**src/design/vlmf_pkg.sv**
```systemverilog
// Package for the variable-length message FIFO.
// Holds the field widths, default sizes, result kind codes and the result record.
// No dependencies; every other file of the block imports it.
`default_nettype none
package vlmf_pkg;

	// Field widths of the request and result channels.
	localparam int unsigned CMD_W  = 2;
	localparam int unsigned BYTE_W = 8;
	localparam int unsigned LEN_W  = 7;
	localparam int unsigned KIND_W = 3;
	localparam int unsigned CAP_W  = 11;

	// Default sizes and the reset value of the capacity register.
	localparam int unsigned RING_BYTES_DEF = 1024;
	localparam int unsigned MAX_MSG_DEF    = 64;
	localparam int unsigned CAP_RESET      = 1024;

	// Result kinds.
	typedef enum logic [KIND_W-1:0] {
		KIND_PUSH_OK  = 3'd0,
		KIND_PUSH_REJ = 3'd1,
		KIND_POP_BYTE = 3'd2,
		KIND_POP_EMPTY = 3'd3,
		KIND_CLEARED  = 3'd4
	} kind_t;

	// One result on its way to the output stage; the byte comes from memory
	// when from_mem is set and is zero otherwise.
	typedef struct packed {
		kind_t             kind;
		logic [LEN_W-1:0]  length;
		logic              last;
		logic              from_mem;
	} result_t;

endpackage
`default_nettype wire

```
**src/design/vlmf_if.sv**
```systemverilog
// Request and result channel interfaces of the variable-length message FIFO.
// Each carries valid, ready and the payload; depends on vlmf_pkg.
`default_nettype none


interface vlmf_res_if
	import vlmf_pkg::*;
();
	logic              valid;
	logic              ready;
	logic [KIND_W-1:0] kind;
	logic [BYTE_W-1:0] out_byte;
	logic [LEN_W-1:0]  out_length;
	logic              last;

	modport source (output valid, output kind, output out_byte, output out_length,
		output last, input ready);
	modport sink (input valid, input kind, input out_byte, input out_length,
		input last, output ready);
endinterface
`default_nettype wire

```
**src/design/vlmf_res_stage.sv**
```systemverilog
// Two-deep result stage: a skid register followed by the output register.
// Merges the popped byte from the ring memory's read register; uses vlmf_pkg and vlmf_if.
`default_nettype none
module vlmf_res_stage
	import vlmf_pkg::*;
(
	input  wire logic              clk,
	input  wire logic              arst_n,
	input  wire logic              in_valid,
	input  wire result_t           in_res,
	input  wire logic [BYTE_W-1:0] mem_byte,
	output logic                   can_take,
	vlmf_res_if.source             res
);

	logic              s1_valid_s1;
	result_t           res_s1;
	logic              out_valid_q;
	logic [KIND_W-1:0] out_kind_q;
	logic [BYTE_W-1:0] out_byte_q;
	logic [LEN_W-1:0]  out_len_q;
	logic              out_last_q;
	logic              s1_adv;

	// The skid register moves on whenever the output register is free or being emptied.
	assign s1_adv   = !out_valid_q || res.ready;
	assign can_take = !s1_valid_s1 || s1_adv;

	always_ff @(posedge clk or negedge arst_n) begin
		if (!arst_n) begin
			s1_valid_s1 <= 1'b0;
			out_valid_q <= 1'b0;
		end else begin
			if (s1_adv) begin
				out_valid_q <= s1_valid_s1;
			end
			if (can_take) begin
				s1_valid_s1 <= in_valid;
			end
		end
	end

	// Payload registers. The memory read register holds until this stage moves on.
	always_ff @(posedge clk) begin
		if (s1_adv && s1_valid_s1) begin
			out_kind_q <= res_s1.kind;
			out_byte_q <= res_s1.from_mem ? mem_byte : '0;
			out_len_q  <= res_s1.length;
			out_last_q <= res_s1.last;
		end
		if (can_take && in_valid) begin
			res_s1 <= in_res;
		end
	end

	assign res.valid      = out_valid_q;
	assign res.kind       = out_kind_q;
	assign res.out_byte   = out_byte_q;
	assign res.out_length = out_len_q;
	assign res.last       = out_last_q;

endmodule
`default_nettype wire

```
**src/flat_wrapper.sv**
```systemverilog
// flat-port wrapper written by rule: the top's interface ports become plain ports
module vlmf_res_stage_flat import vlmf_pkg::*;
  (clk, arst_n, in_valid, in_res, mem_byte, can_take, res_valid, res_kind, res_out_byte, res_out_length, res_last, res_ready);
  vlmf_res_if res_i ();
  input  wire logic clk;
  input  wire logic arst_n;
  input  wire logic in_valid;
  input  wire result_t in_res;
  input  wire logic [BYTE_W-1:0] mem_byte;
  output logic can_take;
  output wire logic [$bits(res_i.valid)-1:0] res_valid;
  output wire logic [$bits(res_i.kind)-1:0] res_kind;
  output wire logic [$bits(res_i.out_byte)-1:0] res_out_byte;
  output wire logic [$bits(res_i.out_length)-1:0] res_out_length;
  output wire logic [$bits(res_i.last)-1:0] res_last;
  input wire logic [$bits(res_i.ready)-1:0] res_ready;
  assign res_valid = res_i.valid;
  assign res_kind = res_i.kind;
  assign res_out_byte = res_i.out_byte;
  assign res_out_length = res_i.out_length;
  assign res_last = res_i.last;
  assign res_i.ready = res_ready;
  vlmf_res_stage u_core (.clk(clk), .arst_n(arst_n), .in_valid(in_valid), .in_res(in_res), .mem_byte(mem_byte), .can_take(can_take), .res(res_i));
endmodule
```
**config.mk**
```make
export PLATFORM = sky130hd
export DESIGN_NAME = vlmf_res_stage_flat
export DESIGN_NICKNAME = d
export VERILOG_FILES = /design/src/design/vlmf_pkg.sv /design/src/design/vlmf_if.sv /design/src/design/vlmf_res_stage.sv /design/src/flat_wrapper.sv
export SDC_FILE = /design/constraint.sdc
export NUM_CORES = 1
export LEC_CHECK = 0
export ABC_AREA = 1
export BUFFER_PORTS_ARGS = -buffer_cell sky130_fd_sc_hd__buf_2
export CAP_MARGIN = 15
export CORE_MARGIN = 4
export CORE_UTILIZATION = 48
export CTS_BUF_LIST = sky130_fd_sc_hd__clkbuf_8
export DETAILED_ROUTE_END_ITERATION = 6
export PLACE_DENSITY = 0.8
export SYNTH_ARGS = -nofsm -noshare
export SYNTH_HDL_FRONTEND = slang
export SYNTH_SLANG_ARGS = --single-unit
export TNS_END_PERCENT = 1
```
**constraint.sdc**
```tcl
create_clock -name clk -period 2.6 [get_ports clk]
set_input_delay 0.39 -clock clk [delete_from_list [all_inputs] [get_ports clk]]
set_output_delay 0.39 -clock clk [all_outputs]
set_load 0.05 [all_outputs]
```
# --- Word-level counts from Yosys, hierarchy flattened ---
# Index checks and enable logic that the tools add are counted.
word_totals:
  inputBits: 24
  word_cells: 16
  reg_bits: 33
  out_inout_bits: 21
op_classes:
  reduce_logical: 6
op_table:
  columns: ["operator", "n"]
  rows:
  - ["$logic_and 1x1->1", 2]
  - ["$logic_not 1->1", 2]
  - ["$logic_or 1x1->1", 2]

# --- Logic depth before layout (Yosys ltp) ---
# Gate-level depths: netlist of the first run.
logic_depth:
  depth_word: 4
  mapped_depth: 4
  ltp_nobuf: 4

# --- Least setup slack after synthesis of the first run ---
# No wires, ideal clock.
synth_path:
  path_kind: "register to register"
  start: "reg u_core.out_valid_q (netlist: u_core.res.valid)"
  end: "reg u_core.out_kind_q[0] (netlist: u_core.res.kind[0]), enable pin"
  required_time_ps: 2199
  stages_incl_launch_ff: 2
  period_less_slack_ps: 2042
  setup_slack_ps: 558
  t_arrival_ps: 1641
  path_cell_list: "dfrtp_1 a21oi_1"
synth_via:
  elab_chain_len: 3
synth_rtl:
  columns: ["item", "line_no", "text"]
  rows:
  - ["from (decl)", "vlmf_res_stage.sv:18", "logic out_valid_q;"]
  - ["from (signal assigned)", "vlmf_res_stage.sv:35", "out_valid_q <= s1_valid_s1;"]
  - ["$logic_not 1->1", "vlmf_res_stage.sv:26", "assign s1_adv = !out_valid_q || res.ready;"]
  - ["$logic_or 1x1->1", "vlmf_res_stage.sv:26", null]
  - ["$logic_and 1x1->1", "vlmf_res_stage.sv:45", "if (s1_adv && s1_valid_s1) begin"]
  - ["to (signal assigned)", "vlmf_res_stage.sv:46", "out_kind_q <= res_s1.kind;"]
  - ["to (decl)", "vlmf_res_stage.sv:19", "logic [KIND_W-1:0] out_kind_q;"]
# Every way passes these cells.
# A chain may end at the register's enable or synchronous reset.

# --- Worst setup path in the final report of the first run ---
layout_path:
  start: "reg u_core.out_valid_q (netlist: u_core.res.valid)"
  end: "out can_take"
layout_via:
  elab_chain_len: 3
layout_rtl:
  columns: ["item", "line_no", "text"]
  rows:
  - ["$logic_not 1->1", "vlmf_res_stage.sv:26", null]
  - ["$logic_or 1x1->1", "vlmf_res_stage.sv:26", null]
  - ["$logic_or 1x1->1", "vlmf_res_stage.sv:27", "assign can_take = !s1_valid_s1 || s1_adv;"]
  - ["to (decl)", "flat_wrapper.sv:10", "output logic can_take;"]
# Every way passes these cells.

==> results.yml, run 1 <==
run_status:
  status: "finished clean"
clock_tree:
  htree_levels: 2
  cts_setup_buffers: 0
  cts.clk_slew.worst_paths_ns: 0.06
  root_buffer: "clkbuf_8"
  clock_sinks: 33
  cts_tree: "built"
  clk_latency_ns: 0.27
  cts_inserted_buffers: 5
  cts.path.max_buffers: 2
floorplan:
  initial_core_util_pct: 52.7
  die_y_um: 55.6
  rows: 16
  core_mm2: 0.00206
  dieArea_mm2: 0.00309
  fp.dieW_um: 55.6
  io_pins: 45
worst_hold_path:
  hold_depth: 1
  worstHoldPathType: "input port to flop"
sta:
  period_minus_slack_ns: 1.48
  setup_violations: 0
  tns_ns: 0
  worst_slew_pin_slew_ns: 0.483
  post-route-period-util_pct: 57.0
  rsz0062_at_grt: "no"
  finClkSkew_ns: 0.00560
  slew_headroom_pct: 67.8
  final_hold_viol_count: 0
  slew_viol_final: 0
  fmax_ghz: 0.674
synth:
  syn-num-nets: 84
  synth_edf_count: 31
  synth_common_cells: "edfxtp_1 (31), inv_1 (12), nand2_1 (12), dfrtp_1 (2)"
  synth_area_mm2: 0.00109
  synth_warnings: 0
  yosysSeqAreaShare_pct: 90.3
  async_reset_ff_share_pct: 6.06
  synth_cells: 60
  syn_area_per_cell_um2: 18.1
  synth_top_area_share_pct: 85.7
  synth-main-ff-cell: "edfxtp_1"
  synth-seq-cells: 33
  synth.area.top_cells: "edfxtp_1 (86%), dfrtp_1 (4.6%), inv_1 (4.1%), nand2_1 (4.1%), a21oi_1 (0.46%)"
  synth_area_leader_cell: "edfxtp_1"
  yosysUniqueCellTypes: 7
  synth_most_common_cell: "edfxtp_1"
route:
  first_iter_violations: 8
  via_per_inst: 4.33
  ant_nets: 0
  vias: 606
  drt-total-wl_um: 1650
  wl_per_cell_um: 11.8
  dr.pass1.iters: 3
  drc_errors: 0
finish:
  syn_to_final_growth_pct: 34.7
  fin_nets: 136
  num_antenna_cells: 0
  drive_gt1_share_pct: 46.0
setup_path:
  end_kind: "output pin"
  slowest_stage: "dfrtp_1"
  start_kind: "flop"
  crit_type: "flop to output pin"
  worstPathRequired_ns: 2.21
  reg2reg_depth: 2
  arrival_ns: 1.09
  critPathMaxStageDelay_ns: 0.41
  cp_cell_sequence: "nand3_1 -> buf_2"
  cp_max_fo: 4
power:
  total_power_w: 0.00124
  power.leakage_nw: 0.680
  cellPowerDensity_mw_per_mm2: 845
  vdd_drop_max_uv: 562
grt:
  grt-ovfl-total: 0
  antenna_found_initial: 0
  first_global_vias: 635
  grt.total_usage_pct: 12.2
  grt_max_degree: 13
  grt_pass1_wl_um: 2750
job:
  cap_violations: 0
placement:
  place.gp.congestion: 0.697
  numPortBuffers: 44
  hpwl_um: 1260
-- power by group --
group          total, W  switching (W)  internal [W]
sequential     0.000639      0.0000113      0.000628
combinational  0.000158       0.000123     0.0000355
clock          0.000438       0.000160      0.000278
-- metal layers --
layer	up-vias	GRT usage [%]	part of all wire [%]
met4	0	5.90	1.2
li1	305	-	-
met2	33	20.6	55
met5	-	0	0
met3	3	7.23	12
met1	265	11.5	32
-- final cells by class --
| class | count | area [um^2] |
|---|---|---|
| tap | 27 | 33.8 |
| multi-input combinational | 14 | 58.8 |
| clock inverter | 3 | 37.5 |
| sequential | 33 | 981 |
| timing repair buffer | 46 | 238 |
| inverter | 12 | 45.0 |
| fill | 142 | 599 |
| clock buffer | 5 | 68.8 |
-- path summary, 6_finish.rpt --
| kind | startpoint | to | slack [ns] |
|---|---|---|---|
| max in group asynchronous | arst_n | u_core.res.valid | 2.09 |
| setup / recovery | u_core.res.valid | can_take | 1.12 |
| min in group asynchronous | arst_n | u_core.s1_valid_s1 | 0.42 |
| setup reg to reg | u_core.res.valid | u_core.res.out_length[2] | 1.19 |
| hold / removal | in_res[11] | u_core.res_s1[11] | 0.29 |
| hold reg to reg | u_core.res_s1[8] | u_core.res.out_length[6] | 0.42 |
-- sequential cells by signal, indices dropped and copies added, names as in the netlist --
signal                 count
u_core.res.kind            3
u_core.res.last            1
u_core.res.out_byte        8
u_core.res.out_length      7
u_core.res.valid           1
u_core.res_s1             12
u_core.s1_valid_s1         1
-- critical path, delay by kind of cell, from the launching register on --
kind,cells,cell delay [ns]
AND/OR/NAND/NOR,1,0.13
flip-flops,1,0.41
buffers and inverters,1,0.28
-- stage by stage --
step | hold WS, ns | cells | util (%) | setup WS [ns] | cell area (um^2)
2_1_floorplan | 0.0944 | 60 | - | 0.558 | 1090
3_3_place_gp | 0.175 | 131 | 65.3 | 1.10 | 1350
3_5_place_dp | 0.176 | 131 | 65.3 | 1.05 | 1350
4_1_cts | 0.278 | 140 | 70.9 | 1.11 | 1460
5_1_grt | 0.268 | 140 | 70.9 | 1.04 | 1460
6_report | 0.287 | 140 | 70.9 | 1.12 | 1460
-- kinds of logic (layout without fill, tap and decap cells) --
kind of cell / count (synthesis) / after routing / share of synthesized area [%]
buffers and inverters: 13 / 66 / 4.61
and+or+nand+nor: 13 / 13 / 4.61
AOI/OAI and AO/OA: 1 / 1 / 0.460
DFF: 33 / 33 / 90.3
-- placed cells by master, fill, tap and decap left out --
cell	instances
clkbuf_8	5
edfxtp_1	31
a21oi_2	1
nand2_1	12
buf_2	44
dlygate4sd3_1	1
dfrtp_1	2
bufinv_16	1
buf_4	1
nand3_1	1
clkinv_1	1
inv_1	13
-- what timing repair did --
| item | 4_1_cts | 5_1_grt |
|---|---|---|
| hold buffers | 1 | 0 |
| resized for setup | 0 | 0 |
| hold endpoints to repair | 2 | 0 |
Power figures use the tool's default switching activity.
==> inputs of run 2 (changes only) <==
ABC_AREA = 0   (was 1)
clock period = 1.5 ns   (was 2.6 ns; I/O delays follow)
==> run 2 against run 1 <==
  * Worst setup slack got worse by 0.89 ns
  * Clock power rose by 74%
  * Cell count fell by 8.6%
  * Clock skew fell by 0.0042 ns
  * Clock-buffer cell count did not move
  * Highest routed layer unchanged
  * Sequential share of layout area fell by 0.63 points
  * Critical path type unchanged
  * Combinational power rose by 79%
==> results.yml, run 2 <==
synth:
  syn-num-nets: 71
  yosysUniqueCellTypes: 6
  synth_edf_count: 31
  synth_area_mm2: 0.00108
  synth_most_common_cell: "edfxtp_1"
  synth_top_area_share_pct: 85.8
  async_reset_ff_share_pct: 6.06
  yosysSeqAreaShare_pct: 90.4
  syn_area_per_cell_um2: 23.1
  synth-seq-cells: 33
  synth-main-ff-cell: "edfxtp_1"
  synth_warnings: 0
  synth_cells: 47
  synth_common_cells: "edfxtp_1 (31), and2_1 (9), nand2b_1 (3), dfrtp_1 (2)"
  synth.area.top_cells: "edfxtp_1 (86%), and2_1 (5.2%), dfrtp_1 (4.6%), nand3b_4 (1.8%), nand2b_1 (1.7%)"
  synth_area_leader_cell: "edfxtp_1"
sta:
  finClkSkew_ns: 0.00142
  tns_ns: 0
  final_hold_viol_count: 0
  fmax_ghz: 0.788
  setup_slack_ns: 0.231
  rsz0062_at_grt: "no"
  slew_headroom_pct: 82.6
  setup_violations: 0
  period_minus_slack_ns: 1.27
  slew_viol_final: 0
  post-route-period-util_pct: 84.6
  worst_slew_pin_slew_ns: 0.264
finish:
  final_cell_mix: "buf_2 (44), edfxtp_1 (31), and2_1 (8), clkbuf_8 (5), nand2b_1 (3)"
  fin_area_mm2: 0.00148
  final_common_cell: "buf_2"
  ff_latch_area_um2: 981
  regMostFlops: "u_core.res_s1"
  drive_gt1_share_pct: 53.5
  final_cells: 128
  fin_nets: 124
  num_antenna_cells: 0
  largest_reg_flops: 12
  syn_to_final_growth_pct: 36.1
  nFillCells: 137
  multi_input_area_um2: 105
clock_tree:
  clk_latency_ns: 0.27
  cts_inserted_buffers: 5
  cts.clk_slew.worst_paths_ns: 0.06
  cts_tree: "built"
  htree_levels: 2
  cts_resized: 0
  clock_sinks: 33
  root_buffer: "clkbuf_8"
  cts.path.max_buffers: 2
grt:
  grt_pass1_wl_um: 2620
  grt.total_usage_pct: 11.6
  grt_max_degree: 20
  antenna_found_initial: 0
  grt-ovfl-total: 0
  first_global_vias: 564
floorplan:
  initial_core_util_pct: 52.6
  rows: 16
  die_y_um: 55.5
  dieArea_mm2: 0.00308
  core_mm2: 0.00206
  io_pins: 45
  fp.dieW_um: 55.5
job:
  cap_violations: 0
route:
  drc_errors: 0
  dr.pass1.iters: 2
  ant_nets: 0
  vias: 578
  wl_per_cell_um: 12.6
  first_iter_violations: 5
  drt-total-wl_um: 1610
  via_per_inst: 4.52
placement:
  dp.cells: 119
  place.gp.congestion: 0.731
  pre_cts_ws_ns: 0.370
  numPortBuffers: 44
  dpl_cell_area_mm2: 0.00136
  hpwl_um: 1240
setup_path:
  start_kind: "flop"
  cp_max_fo: 3
  arrival_ns: 1.04
  worstPathRequired_ns: 1.27
  crit_type: "flop to output pin"
  end_kind: "output pin"
  reg2reg_depth: 3
worst_hold_path:
  hold_depth: 1
  worstHoldPathType: "input port to flop"
power:
  cellPowerDensity_mw_per_mm2: 1460
  total_power_w: 0.00216
  vdd_drop_max_uv: 1010
  power.leakage_nw: 0.615
run_status:
  status: "finished clean"
==> run 2: cell types whose count changed in the layout (fill, tap and decap cells not counted), sizes merged <==
| cell | delta |
|---|---|
| nand2 | -12 |
| nand3b | +1 |
| nand2b | +3 |
| a21oi | -1 |
| inv | -12 |
| and2 | +10 |
| nand3 | -1 |
==> run 2: final timing paths <==
path | endpoint | slack [ns] | start
max | can_take | 0.23 | u_core.res.valid
max reg2reg | u_core.res.out_byte[2] | 0.37 | u_core.res.valid
max in group asynchronous | u_core.res.valid | 1.15 | arst_n
min | u_core.res_s1[1] | 0.12 | in_res[1]
min in group asynchronous | u_core.s1_valid_s1 | 0.26 | arst_n
min reg2reg | u_core.res.out_length[4] | 0.42 | u_core.res_s1[6]
==> run 2: cells by family (layout without fill, tap and decap cells) <==
family                 Yosys count  count (layout)  synth area share (%)
buffers and inverters            0              54                     0
DFF                             33              33                  90.4
and+or+nand+nor                 14              14                  9.57
==> run 2: timing repair <==
action / in CTS / in global routing
hold endpoints to repair: 2 / 0
hold buffers: 1 / 0
setup buffers: 0 / 0
==> run 2: stage by stage <==
step / hold slack, ns / util, %
floorplan: -0.0706 / -
global placement: 0.00969 / 66.0
detailed placement: 0.0135 / 66.0
CTS: 0.109 / 71.6
global route: 0.103 / 71.6
finish: 0.122 / 71.6
==> run 2: power by group <==
group | switching, W | internal [W]
clock network | 0.000282 | 0.000482
logic | 0.000207 | 0.0000762
registers | 0.0000200 | 0.00109
total | 0.000509 | 0.00165
==> run 2: critical path: stages, from the launching register on <==
cell      delay, ns
dfrtp_1        0.41
nand3b_4       0.10
buf_2          0.26
==> run 2: layout make-up <==
cell class / instances / area share [%]
Multi-Input combinational cell: 14 / 7.12
Sequential cell: 33 / 66.4
Clock buffer: 5 / 4.66
Tap cell: 27 / 2.29
Timing Repair Buffer: 46 / 16.9
Clock inverter: 3 / 2.54
==> run 2: metal layers <==
| layer | up-vias | global-route usage [%] | routed length [um] |
|---|---|---|---|
| li1 | 280 | - | - |
| met5 | - | 0 | 0 |
| met1 | 256 | 12.3 | 588 |
| met2 | 38 | 18.4 | 805 |
| met4 | 0 | 5.21 | 21 |
| met3 | 4 | 6.99 | 197 |
